==> src/sv/wsd_pkg.sv <==
package wsd_pkg;

    localparam int WINDOW   = 8;
    localparam int SAMPLE_W = 24;
    localparam int TOL_W    = 24;
    localparam int ADDR_W   = (WINDOW > 1) ? $clog2(WINDOW) : 1;
    localparam int FILL_W   = $clog2(WINDOW + 1);

    localparam logic [TOL_W-1:0]  TOL_RESET = TOL_W'(256);
    localparam logic [ADDR_W-1:0] ADDR_LAST = ADDR_W'(WINDOW - 1);
    localparam logic [FILL_W-1:0] FILL_FULL = FILL_W'(WINDOW);

    localparam logic FUNC_PUSH  = 1'b0;
    localparam logic FUNC_CLEAR = 1'b1;

    typedef enum logic [2:0] {
        S_IDLE,
        S_SCAN,
        S_DRAIN,
        S_CMP,
        S_EMIT
    } t_state;

    typedef struct packed {
        logic vld;
        logic first;
    } t_acc_ctl;

endpackage

==> src/sv/wsd_ring.sv <==
module wsd_ring (
    input  logic                                 i_clk,
    input  logic                                 i_we,
    input  logic [wsd_pkg::ADDR_W-1:0]           i_waddr,
    input  logic signed [wsd_pkg::SAMPLE_W-1:0]  i_wdata,
    input  logic                                 i_re,
    input  logic [wsd_pkg::ADDR_W-1:0]           i_raddr,
    output logic signed [wsd_pkg::SAMPLE_W-1:0]  o_rdata
);
    import wsd_pkg::*;

    logic signed [SAMPLE_W-1:0] r_mem [WINDOW];
    logic signed [SAMPLE_W-1:0] r_rdata;

    always_ff @(posedge i_clk) begin
        if (i_we) begin
            r_mem[i_waddr] <= i_wdata;
        end
    end

    always_ff @(posedge i_clk) begin
        if (i_re) begin
            r_rdata <= r_mem[i_raddr];
        end
    end

    assign o_rdata = r_rdata;

endmodule

==> src/sv/wsd_minmax.sv <==
module wsd_minmax (
    input  logic                                 i_clk,
    input  wsd_pkg::t_acc_ctl                    i_ctl,
    input  logic signed [wsd_pkg::SAMPLE_W-1:0]  i_data,
    output logic signed [wsd_pkg::SAMPLE_W-1:0]  o_min,
    output logic signed [wsd_pkg::SAMPLE_W-1:0]  o_max
);
    import wsd_pkg::*;

    logic signed [SAMPLE_W-1:0] r_min;
    logic signed [SAMPLE_W-1:0] r_max;
    logic signed [SAMPLE_W-1:0] n_min;
    logic signed [SAMPLE_W-1:0] n_max;

    always_comb begin
        n_min = r_min;
        n_max = r_max;
        if (i_ctl.vld) begin
            if (i_ctl.first || (i_data < r_min)) begin
                n_min = i_data;
            end
            if (i_ctl.first || (i_data > r_max)) begin
                n_max = i_data;
            end
        end
    end

    always_ff @(posedge i_clk) begin
        r_min <= n_min;
        r_max <= n_max;
    end

    assign o_min = r_min;
    assign o_max = r_max;

endmodule

==> src/sv/window_stability_detector.sv <==
// channel   direction  handshake            payload
// input     in         i_valid / o_ready    i_func, i_sample
// result    out        o_valid / i_ready    o_stable
// config    in         i_tol_we             i_tol_wdata
//
// clear, or push that leaves the window short of full: IDLE, then EMIT, then result
// push that fills the window: IDLE, SCAN, DRAIN, CMP, EMIT, then result; the scan
// reads the ring through its single read port, one entry per cycle
// next item is taken while a finished result waits in the output register
// reset is synchronous, active low; ring contents are not cleared
module window_stability_detector (
    input  logic                                 i_clk,
    input  logic                                 i_rst_n,
    input  logic                                 i_valid,
    output logic                                 o_ready,
    input  logic                                 i_func,
    input  logic signed [wsd_pkg::SAMPLE_W-1:0]  i_sample,
    output logic                                 o_valid,
    input  logic                                 i_ready,
    output logic                                 o_stable,
    input  logic                                 i_tol_we,
    input  logic [wsd_pkg::TOL_W-1:0]            i_tol_wdata
);
    import wsd_pkg::*;

    t_state              r_state;
    t_state              n_state;
    logic [ADDR_W-1:0]   r_wp;
    logic [ADDR_W-1:0]   n_wp;
    logic [FILL_W-1:0]   r_fill;
    logic [FILL_W-1:0]   n_fill;
    logic [ADDR_W-1:0]   r_raddr;
    logic [ADDR_W-1:0]   n_raddr;
    t_acc_ctl            r_acc;
    t_acc_ctl            n_acc;
    logic [TOL_W-1:0]    r_tol;
    logic                r_res;
    logic                n_res;
    logic                r_o_valid;
    logic                n_o_valid;
    logic                r_o_stable;
    logic                n_o_stable;

    logic                in_xfer;
    logic                out_free;
    logic                push;
    logic                ram_re;
    logic [FILL_W-1:0]   fill_inc;
    logic signed [SAMPLE_W-1:0] rdata;
    logic signed [SAMPLE_W-1:0] win_min;
    logic signed [SAMPLE_W-1:0] win_max;
    logic [SAMPLE_W:0]   spread_ext;
    logic [SAMPLE_W-1:0] spread;

    assign in_xfer  = i_valid && o_ready;
    assign out_free = !r_o_valid || i_ready;
    assign push     = in_xfer && (i_func == FUNC_PUSH);
    assign fill_inc = (r_fill == FILL_FULL) ? r_fill : r_fill + FILL_W'(1);

    assign spread_ext = {win_max[SAMPLE_W-1], win_max} - {win_min[SAMPLE_W-1], win_min};
    assign spread     = spread_ext[SAMPLE_W-1:0];

    wsd_ring u_ring (
        .i_clk   (i_clk),
        .i_we    (push),
        .i_waddr (r_wp),
        .i_wdata (i_sample),
        .i_re    (ram_re),
        .i_raddr (r_raddr),
        .o_rdata (rdata)
    );

    wsd_minmax u_minmax (
        .i_clk  (i_clk),
        .i_ctl  (r_acc),
        .i_data (rdata),
        .o_min  (win_min),
        .o_max  (win_max)
    );

    // next state
    always_comb begin
        n_state = r_state;
        unique case (r_state)
            S_IDLE: begin
                if (in_xfer) begin
                    if ((i_func == FUNC_PUSH) && (fill_inc == FILL_FULL)) begin
                        n_state = S_SCAN;
                    end else begin
                        n_state = S_EMIT;
                    end
                end
            end
            S_SCAN: begin
                if (r_raddr == ADDR_LAST) begin
                    n_state = S_DRAIN;
                end
            end
            S_DRAIN: n_state = S_CMP;
            S_CMP:   n_state = S_EMIT;
            S_EMIT: begin
                if (out_free) begin
                    n_state = S_IDLE;
                end
            end
            default: n_state = S_IDLE;
        endcase
    end

    // outputs and datapath control
    always_comb begin
        o_ready    = 1'b0;
        ram_re     = 1'b0;
        n_wp       = r_wp;
        n_fill     = r_fill;
        n_raddr    = r_raddr;
        n_acc      = '0;
        n_res      = r_res;
        n_o_valid  = r_o_valid && !i_ready;
        n_o_stable = r_o_stable;
        unique case (r_state)
            S_IDLE: begin
                o_ready = 1'b1;
                n_raddr = '0;
                n_res   = 1'b0;
                if (in_xfer) begin
                    if (i_func == FUNC_CLEAR) begin
                        n_wp   = '0;
                        n_fill = '0;
                    end else begin
                        n_wp   = (r_wp == ADDR_LAST) ? '0 : r_wp + ADDR_W'(1);
                        n_fill = fill_inc;
                    end
                end
            end
            S_SCAN: begin
                ram_re      = 1'b1;
                n_acc.vld   = 1'b1;
                n_acc.first = (r_raddr == '0);
                n_raddr     = r_raddr + ADDR_W'(1);
            end
            S_DRAIN: begin
            end
            S_CMP: begin
                n_res = (spread <= r_tol);
            end
            S_EMIT: begin
                if (out_free) begin
                    n_o_valid  = 1'b1;
                    n_o_stable = r_res;
                end
            end
            default: begin
            end
        endcase
    end

    always_ff @(posedge i_clk) begin
        if (!i_rst_n) begin
            r_state   <= S_IDLE;
            r_wp      <= '0;
            r_fill    <= '0;
            r_acc     <= '0;
            r_tol     <= TOL_RESET;
            r_o_valid <= 1'b0;
        end else begin
            r_state   <= n_state;
            r_wp      <= n_wp;
            r_fill    <= n_fill;
            r_acc     <= n_acc;
            r_o_valid <= n_o_valid;
            if (i_tol_we) begin
                r_tol <= i_tol_wdata;
            end
        end
    end

    always_ff @(posedge i_clk) begin
        r_raddr    <= n_raddr;
        r_res      <= n_res;
        r_o_stable <= n_o_stable;
    end

    assign o_valid  = r_o_valid;
    assign o_stable = r_o_stable;

`ifndef SYNTHESIS
    a_fill_range: assert property (@(posedge i_clk) disable iff (!i_rst_n)
        r_fill <= FILL_FULL)
        else $error("fill count above window size");

    a_scan_full: assert property (@(posedge i_clk) disable iff (!i_rst_n)
        (r_state == S_SCAN) |-> (r_fill == FILL_FULL))
        else $error("scan started on a window that is not full");

    a_acc_in_scan: assert property (@(posedge i_clk) disable iff (!i_rst_n)
        r_acc.vld |-> ((r_state == S_SCAN) || (r_state == S_DRAIN)))
        else $error("accumulate outside scan");

    a_cmp_emit: assert property (@(posedge i_clk) disable iff (!i_rst_n)
        (r_state == S_CMP) |=> (r_state == S_EMIT))
        else $error("compare not followed by emit");
`endif

endmodule

==> config.mk <==
export PLATFORM = sky130hd
export DESIGN_NAME = window_stability_detector
export DESIGN_NICKNAME = d
export VERILOG_FILES = /design/src/sv/wsd_pkg.sv /design/src/sv/wsd_ring.sv /design/src/sv/wsd_minmax.sv /design/src/sv/window_stability_detector.sv
export SDC_FILE = /design/constraint.sdc
export NUM_CORES = 1
export LEC_CHECK = 0
export BUFFER_PORTS_ARGS = -buffer_cell sky130_fd_sc_hd__buf_2
export CAP_MARGIN = 5
export CORE_MARGIN = 8
export CORE_UTILIZATION = 50
export DETAILED_ROUTE_END_ITERATION = 10
export PLACE_DENSITY_LB_ADDON = 0.12
export SLEW_MARGIN = 10
export SYNTH_ARGS = -nofsm -noshare
export SYNTH_HDL_FRONTEND = slang
export SYNTH_HIERARCHICAL = 1
export SYNTH_SLANG_ARGS = --single-unit
==> constraint.sdc <==
create_clock -name i_clk -period 3.2 [get_ports i_clk]
set_input_delay 0 -clock i_clk [delete_from_list [all_inputs] [get_ports i_clk]]
set_output_delay 0 -clock i_clk [all_outputs]
set_load 0.05 [all_outputs]
# --- Word-level counts from Yosys, hierarchy flattened ---
# Memories as Yosys holds them, arrays and structs flattened. A register that Yosys moved wholly into a read port is not among the register bits.
# Index checks and enable logic that the tools add are counted.
totals:
  reg_bits: 90
  latchBits: 0
  ramBits: 192
  rom_bits: 0
  in_bits: 54
  output_inout_bits: 3
  elab_cells: 69
  memories: 1
classes:
  add_sub_neg: 4
  multipliers: 0
  div: 0
  magnitude_cmp: 3
  eq_ne: 11
  shifts: 0
  n_mux: 18
  n_bitwise: 1
  n_reduce_logical: 19
memory_table:
  columns: ["name", "words", "width", "rd", "rd_clocked_by_memory_dff", "wr", "line_no", "rtl"]
  rows:
  - ["u_ring.r_mem", 8, 24, 1, 1, 1, "wsd_ring.sv:12", "logic signed [SAMPLE_W-1:0] r_mem [WINDOW];"]
ops:
  columns: ["cell", "count"]
  rows:
  - ["greater-than comparator 24 bit", 1]
  - ["<= comparator 24 bit", 1]
  - ["less-than comparator 24 bit", 1]
  - ["subtractor 24 bit", 1]
  - ["two-way mux 3 bit", 6]
  - ["case mux 3 bit (5 select lines)", 1]
  - ["AND reduction 2 bit", 5]
  - ["== test 3 bit, second input constant", 3]
  - ["== test 4 bit, second input constant", 2]
  - ["two-way mux 4 bit", 2]
  - ["adder 3 x 1 -> 3 bit, second input constant", 2]
  - ["== test 3 x 2 -> 1 bit, second input constant", 2]
  - ["logical NOT 3 bit", 2]
  - ["two-way mux 1 bit", 6]
  - ["inequality test 2 bit, second input constant", 3]
  - ["case mux 3 bit (2 select lines)", 1]
  - ["adder 4 x 1 -> 4 bit, second input constant", 1]
  - ["logical AND 1 bit", 4]
  - ["nonzero test 2 bit", 2]
  - ["== test 3 x 1 -> 1 bit, second input constant", 1]
  - ["logical OR 1 bit", 3]
  - ["AND reduction 3 bit", 1]
  - ["logical NOT 1 bit", 2]
  - ["two-way mux 2 bit", 1]
  - ["2 further kinds", 2]

# --- Logic depth before layout (Yosys ltp) ---
# Gate-level depths: netlist (run 1).
logic_depth:
  ltp_word: 7
  depth_mapped: 18
  mapped_depth_nobuf: 18

# --- Cells and area by module ---
# Netlist (run 1), hierarchy kept.
modules_own_cells:
  columns: ["mod", "n_inst", "cells_per_inst", "area_per_inst_um2", "seq_area_each_um2"]
  rows:
  - ["wsd_ring", 1, 314, 8050.2, 6486.2]
  - ["window_stability_detector", 1, 445, 3642.2, 890.9]
  - ["wsd_minmax", 1, 221, 2670.1, 1441.4]

# --- Worst setup path before layout (run 1) ---
# Ideal clock, no wire load.
synth_path:
  path_type: "register to register"
  startpoint: "reg r_state[1]"
  endpoint: "mem u_ring.r_mem[0][0], enable pin"
  setup_ns: 0.435
  t_arrival_ns: 3.811
  required_ns: 2.765
  path_slack_ns: -1.046
  path_stages_with_launch: 6
  n_path_buf: 0
  synth_period_minus_slack_ns: 4.246
  path_cell_list: "dfxtp_1 > nor3_1 > nand2_1 > nor2_1 > nand2b_1 > nor3_1"
synth_between:
  elab_chain_cells: 6
synth_lines:
  columns: ["item", "line_no", "rtl"]
  rows:
  - ["start: declaration", "window_stability_detector.sv:26", "t_state r_state;"]
  - ["start signal: assignment", "window_stability_detector.sv:167", "r_state <= n_state;"]
  - ["logical NOT 3 bit", "window_stability_detector.sv:121", "unique case (r_state)"]
  - ["two-way mux 1 bit", "window_stability_detector.sv:121", null]
  - ["net o_ready", "window_stability_detector.sv:15", "output logic o_ready,"]
  - ["logical AND 1 bit", "window_stability_detector.sv:55", "assign in_xfer = i_valid && o_ready;"]
  - ["logical AND 1 bit", "window_stability_detector.sv:57", "assign push = in_xfer && (i_func == FUNC_PUSH);"]
  - ["net push", "window_stability_detector.sv:46", "logic push;"]
  - ["two-way mux 1 bit", "wsd_ring.sv:16", "if (i_we) begin"]
  - ["two-way mux 1 bit (implied by the code)", "wsd_ring.sv:17", "r_mem[i_waddr] <= i_wdata;"]
  - ["end: declaration", "wsd_ring.sv:12", null]
# The timed path passes the listed nets, and every way through them passes these cells.

# --- Worst setup path in the final report (run 1) ---
layout_path:
  startpoint: "reg u_minmax.r_max[0] (netlist: u_minmax/o_max[0])"
  endpoint: "reg r_res, data pin"
layout_between:
  elab_chain_cells: 3
layout_lines:
  columns: ["item", "line_no", "rtl"]
  rows:
  - ["start: declaration", "wsd_minmax.sv:11", "logic signed [SAMPLE_W-1:0] r_max;"]
  - ["start signal: assignment", "wsd_minmax.sv:30", "r_max <= n_max;"]
  - ["subtractor 24 bit", "window_stability_detector.sv:60", "assign spread_ext = {win_max[SAMPLE_W-1], win_max} - {win_min[SAMPLE_W-1], win_min};"]
  - ["<= comparator 24 bit", "window_stability_detector.sv:145", "n_res = (spread <= r_tol);"]
  - ["case mux 1 bit (2 select lines)", "window_stability_detector.sv:121", null]
  - ["net n_res", "window_stability_detector.sv:38", "logic n_res;"]
  - ["end signal: assignment", "window_stability_detector.sv:180", "r_res <= n_res;"]
  - ["end: declaration", "window_stability_detector.sv:37", "logic r_res;"]
# The timed path passes the listed nets, and every way through them passes these cells.
# A chain may end at the register's enable or synchronous reset.

==> results of run 1 <==
## layout make-up
| cell class | instances | area (um2) | area share (%) |
|---|---|---|---|
| Clock buffer | 43 | 906 | 5.25 |
| Clock inverter | 20 | 181 | 1.05 |
| Inverter | 104 | 390 | 2.26 |
| Multi-Input combinational cell | 543 | 5080 | 29.4 |
| Sequential cell | 306 | 8820 | 51.1 |
| Tap cell | 384 | 480 | 2.78 |
| Timing Repair Buffer | 188 | 1410 | 8.19 |
## cell usage after synthesis (5+ instances only)
master and instances:
a21oi_1 56, mux4_2 48, nor2_1 37, buf_2 8, nand2_1 32, a31oi_1 5, xnor2_1 15, clkbuf_1 16
dfxtp_1 37, mux2_4 15, edfxtp_1 269, a21o_1 17, a211oi_1 6, xor2_1 8, nand2b_1 10, mux2i_1 24
and3_1 7, nand4_1 13, ha_1 101, nand3_1 10, mux2_2 9, nor3_1 10, o21ai_0 30, inv_1 104
o211ai_1 5, nor2b_1 36
## worst max-delay path, stage by stage, from the launching register on
cell and delay, ps:
edfxtp_1 380, inv_1 80, ha_2 190, fa_2 220, nor2b_2 50, o31a_1 260
o31a_1 300, o2111ai_4 250, o21ai_2 100, o41ai_2 230, xnor2_1 110, ha_1 270
and4_1 220, nand3_2 110, o311a_1 300, o211ai_1 90, a21oi_1 60, a31o_2 210
## report_power, final
part           total (mW)  switching, mW  internal [mW]
Clock                3.73           1.54           2.19
Sequential           5.04          0.235           4.81
Combinational        3.16           1.57           1.59
## timing repair
action                                  in CTS  in global routing
gates resized for setup                      4                  2
endpoints found under the setup margin       1                  1
hold buffers                                52                  0
endpoints found under the hold margin      225                  0
## flip-flops by register name, summed over array words and instances, names as in the netlist, 3 cells and up
signal and flops:
u_ring/r_mem 192, u_ring/o_rdata 24, u_minmax/o_max 24, u_minmax/o_min 24, r_fill 4, r_raddr 3
r_wp 3, r_tol 24, r_state 3
## cells in the final DEF (no fill, tap or decap), types with 3 or more instances in the layout
cell / instances
a21oi_1: 55
a31oi_1: 5
nor2_2: 7
nor3b_1: 4
clkbuf_1: 8
ha_1: 99
buf_2: 56
and3_1: 7
mux2_2: 9
clkinv_1: 9
o31a_1: 3
mux4_2: 48
xnor2_1: 15
and2_1: 3
nand3_1: 9
nor2_1: 30
clkbuf_16: 35
nand2_1: 32
mux2_4: 15
o21ai_0: 29
a21o_1: 17
mux2i_1: 24
nor2b_1: 35
a211oi_1: 6
dlygate4sd3_1: 52
nand4_1: 13
xor2_1: 8
dfxtp_1: 37
o21a_1: 4
clkinv_2: 5
nand2b_1: 10
o211ai_1: 5
inv_1: 104
nor3_1: 7
edfxtp_1: 269
o31ai_1: 4
buf_4: 79
## layer usage
metal	track usage, %	vias to the layer above	wire length (um)
met5	0	-	0
met3	3.20	38	1280
li1	-	4089	-
met2	27.1	149	12900
met1	21.2	4011	12400
met4	4.51	0	562
## path summary, 6_finish.rpt
check,from,endpoint
worst min register to register,r_res,o_stable
worst min-delay path,i_rst_n,r_wp[0]
worst max register to register,u_minmax/o_max[0],r_res
worst max-delay path,u_minmax/o_max[0],r_res
## per-stage QoR
step                      worst slack (ps)  total power, mW
after global placement                -438             8.23
after global routing                  -680             12.6
after detailed placement              -524             8.27
after CTS                             -497             12.1
after floorplan                       -219             7.38
final                                 -482             11.9
## cells by family (layout without fill, tap and decap cells)
kind of cell | count (synthesis) | after routing | synth area share (%)
buf+inv | 131 | 355 | 3.77
flops | 306 | 306 | 61.4
mux | 97 | 97 | 11.6
simple gates | 174 | 174 | 6.46
fa+ha+maj | 102 | 102 | 8.94
compound gates | 147 | 147 | 6.48
xor+xnor | 23 | 23 | 1.40
==> flow_summary_export.csv, run 1 <==
group,metric,value,unit
flow_run,drv_cap,0,
sta,slew_viol_final,0,
sta,slew_headroom,51.3,%
clock_tree,cts.sinks,306,
worst_setup_path,cp_max_fo,3,
clock_tree,htreeDepth,2,
cells_and_area,postLayoutCellArea,17300,um2
yosys,avgSynthCellArea,14.7,um2
cells_and_area,synthToLayoutAreaGrowth,20.2,%
die,start_util,50.4,%
detailed_routing,vias,8287,
global_routing,grt_max_degree,51,
placement,globalplace.congestion,0.825,
sta,finalHoldViolations,0,
outcome,violations,"negative setup slack",
yosys,synth_area,14400,um2
clock_tree,numCtsBuffers,35,
sta,finalCritPeriodShare,115,%
worst_setup_path,required,3450,ps
sta,holdWs,11.0,ps
worst_hold_path,min_path_cells,2,
sta,fin_worst_skew,23.2,ps
outcome,outcome,"complete, but fails checks",
cells_and_area,fin_nets,1334,
placement,post_dp_cell_area,15600,um2
die,dieArea,34400,um2
worst_hold_path,hold_class,"in2reg",
sta,fin_setup_tns,-482,ps
global_routing,grt_overflow,0,
power_and_ir_drop,leakage,6.62,nW
clock_tree,ctsLongestPathBuffers,3,
clock_tree,cts_tree,"yes",
detailed_routing,wl,27100,um
die,core,28500,um2
detailed_routing,first_iter_violations,367,
die,fp.dieW,185,um
global_routing,grt_pass1_wl,44000,um
global_routing,grt.total_usage,16.2,%
cells_and_area,fillers,2194,
sta,fmax,272,MHz
yosys,synth_ff_type,"edfxtp_1",
worst_setup_path,reg2reg_depth,17,
clock_tree,cts.clk_slew.worst_paths,60,ps
detailed_routing,wl_per_cell,17.1,um
placement,hpwl,17700,um
clock_tree,clock-root-buffer,"clkbuf_16",
cells_and_area,drive_above_1_share,23.2,%
global_routing,antenna_found_initial,0,
sta,setup_slack,-482,ps
cells_and_area,post-route-util,60.7,%
detailed_routing,drc_errors,0,
detailed_routing,final_antenna_net_count,0,
yosys,synth_top_area_cell,"edfxtp_1",
detailed_routing,avgViaCountPerCell,5.22,
clock_tree,cts_setup_buffers,0,
global_routing,grt_pass1_vias,8561,
yosys,synth-edff-count,269,
yosys,ys_warn_count,6,
sta,max_slew.worst_pin.slew,731,ps
cells_and_area,stdcell_count,1588,
placement,dp.cells,1473,
cells_and_area,diodes,0,
sta,setup_viol,1,
worst_setup_path,cp_data_arrival_time,3940,ps
die,die_h,185,um
yosys,synth-seq-cells,306,
worst_setup_path,rrSetupSlack,-480,ps
yosys,async_flop_share,0,%
die,io_pins,57,
sta,rsz0062_at_grt,"yes",
sta,period_minus_slack,3680,ps
worst_setup_path,worst_setup_path_start_kind,"flop",
power_and_ir_drop,vdd_ir_drop_max,0.000481,V
yosys,ys_seq_area_share,61.4,%
yosys,synth_top_cell_area_share,56.2,%
worst_setup_path,end_kind,"flop",
placement,port_buffers,56,
yosys,syn-num-nets,1136,
worst_setup_path,worstSetupPathType,"reg2reg",
clock_tree,clock_latency,520,ps
power_and_ir_drop,p_per_area,691,nW/um2
yosys,netlist_top_cells_area,"edfxtp_1, ha_1, mux4_2, dfxtp_1, inv_1",
detailed_routing,drtPass1Iterations,5,
yosys,synthCells,980,
die,core.rowCount,62,
yosys,synth_cell_types,58,
(Power assumes the default switching activity.)
==> run 2, diff against run 1 <==
Settings changed: PLACE_DENSITY set to 0.72, PLACE_DENSITY_LB_ADDON 0.12 to not set, SLEW_MARGIN 10 to not set.
==> run 2 against run 1 <==
  * The flow still finishes with violations (negative setup slack)
  * Non-clock buffer count shrank 7
  * Wire length is 2.3% higher
  * Fmax rose by 0.26%
  * Global-route usage increased by 0.18 points
  * Power increased by 2.0%
  * Largest cell class unchanged
==> flow_summary_export.csv, run 2 (synthesis results as in run 1) <==
group,metric,value,unit
die,dieArea,34400,um2
die,core.rowCount,62,
clock_tree,numCtsBuffers,34,
die,io_pins,57,
detailed_routing,final_antenna_net_count,0,
global_routing,grt_pass1_wl,44300,um
power_and_ir_drop,clkPwrFrac,32.4,%
sta,slew_viol_final,0,
worst_hold_path,hold_class,"in2reg",
power_and_ir_drop,internal_power,8.77,mW
detailed_routing,first_iter_violations,394,
sta,setup_viol,1,
worst_setup_path,cp_max_fo,3,
die,die_h,185,um
cells_and_area,top_register,"u_ring/r_mem",
placement,hpwl,17700,um
cells_and_area,layout_common_cells,"edfxtp_1, inv_1, ha_1",
sta,max_slew.worst_pin.slew,720,ps
worst_setup_path,cp_num_buf_inv,1,
detailed_routing,vias,8306,
worst_setup_path,worstSetupPathType,"reg2reg",
global_routing,grt_pass1_vias,8591,
die,core,28500,um2
detailed_routing,drc_errors,0,
placement,post_dp_cell_area,15600,um2
sta,fmax,272,MHz
clock_tree,cts_tree,"yes",
sta,rsz0062_at_grt,"yes",
power_and_ir_drop,vdd_ir_drop_max,0.000460,V
detailed_routing,wl_per_cell,17.6,um
placement,port_buffers,56,
cells_and_area,largest_register_ff_count,192,
clock_tree,cts.clk_slew.worst_paths,60,ps
detailed_routing,avgViaCountPerCell,5.26,
power_and_ir_drop,p_per_area,704,nW/um2
sta,setup_slack,-472,ps
worst_setup_path,cpPeakStageDelay,400,ps
power_and_ir_drop,combPwrFrac,26.1,%
worst_setup_path,required,3480,ps
die,start_util,50.4,%
global_routing,grt.total_usage,16.4,%
cells_and_area,stdcell_count,1579,
power_and_ir_drop,switching_share,27.9,%
clock_tree,htreeDepth,2,
sta,finalCritPeriodShare,115,%
power_and_ir_drop,seq_power_share,41.5,%
clock_tree,clock_latency,520,ps
clock_tree,ctsLongestPathBuffers,3,
detailed_routing,wl,27800,um
placement,globalplace.congestion,0.807,
worst_setup_path,cp_slowest_cell,"edfxtp_1",
sta,fin_worst_skew,8.60,ps
sta,slew_headroom,52.0,%
cells_and_area,fillers,2155,
power_and_ir_drop,leakage,6.61,nW
clock_tree,cts_setup_buffers,0,
power_and_ir_drop,netSwitchingPower,3.40,mW
flow_run,drv_cap,0,
global_routing,grt_max_degree,51,
worst_setup_path,worstPathCellList,"inv_2 > ha_4 > fa_2 > nor2b_2 > o31a_1 > o31a_1 > o2111ai_4 > o21ai_2 > o41ai_2 > xnor2_1 > ha_1 > and4_4 > nand3_4 > o311a_1 > o211ai_1 > a21oi_1 > a31o_2",
cells_and_area,postLayoutCellArea,17300,um2
worst_setup_path,worst_setup_path_start_kind,"flop",
sta,finalHoldViolations,0,
worst_setup_path,crit_family,"compound AO/OA/AOI/OAI gates",
outcome,outcome,"complete, but fails checks",
clock_tree,cts.sinks,306,
sta,period_minus_slack,3670,ps
outcome,violations,"negative setup slack",
placement,dp.cells,1466,
worst_setup_path,end_kind,"flop",
detailed_routing,drtPass1Iterations,4,
worst_setup_path,cp_data_arrival_time,3950,ps
sta,holdWs,11.8,ps
cells_and_area,drive_above_1_share,23.2,%
clock_tree,clock-root-buffer,"clkbuf_16",
global_routing,grt_overflow,0,
cells_and_area,fin_nets,1326,
global_routing,antenna_found_initial,0,
cells_and_area,final_common_cell,"edfxtp_1",
die,fp.dieW,185,um
worst_setup_path,crit_top_cell,"o31a_1",
cells_and_area,synthToLayoutAreaGrowth,20.4,%
## run 2: final cells by class
class                      instances  area [um2]  share of cell area, %
sequential                       306        8820                   51.0
multi-input combinational        543        5110                   29.5
timing repair buffer             181        1360                   7.87
clock buffer                      40         873                   5.05
tap                              384         480                   2.78
inverter                         104         390                   2.26
clock inverter                    20         267                   1.54
antenna                            1        2.50                 0.0145
## run 2: final timing paths
| path | startpoint | endpoint | slack (ps) | depth (start not counted) |
|---|---|---|---|---|
| setup / recovery | u_minmax/o_max[0] | r_res | -470 | 17 |
| hold reg to reg | r_res | o_stable | 490 | 0 |
| setup reg to reg | u_minmax/o_max[0] | r_res | -470 | 17 |
| hold / removal | i_rst_n | r_wp[2] | 10 | 2 |
## run 2: metrics by stage
stage / utilization, % / setup WS, ps / power [mW] / setup TNS, ps
after floorplan: - / -219 / 7.38 / -219
after global placement: 54.8 / -414 / 8.15 / -414
after detailed placement: 54.8 / -525 / 8.24 / -525
after CTS: 60.6 / -534 / 12.3 / -534
after global routing: 60.8 / -673 / 12.8 / -673
final: 60.8 / -472 / 12.2 / -472
## run 2: worst reg2reg max path, cell delays in order (launching register included)
cell       delay [ps]
edfxtp_1          400
inv_2             100
ha_4              150
fa_2              210
nor2b_2            50
o31a_1            260
o31a_1            310
o2111ai_4         250
o21ai_2           100
o41ai_2           240
xnor2_1           110
ha_1              280
and4_4            240
nand3_4            80
o311a_1           290
o211ai_1           90
a21oi_1            60
a31o_2            220
## run 2: layer usage
metal / vias up / wire length (um) / GRT usage, %
li1: 4078 / - / -
met1: 4041 / 12800 / 21.6
met2: 148 / 13300 / 27.7
met3: 39 / 1230 / 2.93
met4: 0 / 496 / 4.26
met5: - / 0 / 0
## run 2: what timing repair did
item,CTS,global route
hold buffers,52,0
endpoints found under the setup margin,1,1
hold endpoints to repair,226,0
cloned,0,0
gates resized for setup,1,11
## run 2: power by group through the flow
stage               Combinational, mW  Clock (mW)  Sequential [mW]
floorplan                        2.32           0             5.06
global placement                 3.04           0             5.11
detailed placement               3.11           0             5.13
CTS                              3.19        4.04             5.05
global route                     3.52        4.20             5.09
finish                           3.18        3.95             5.05
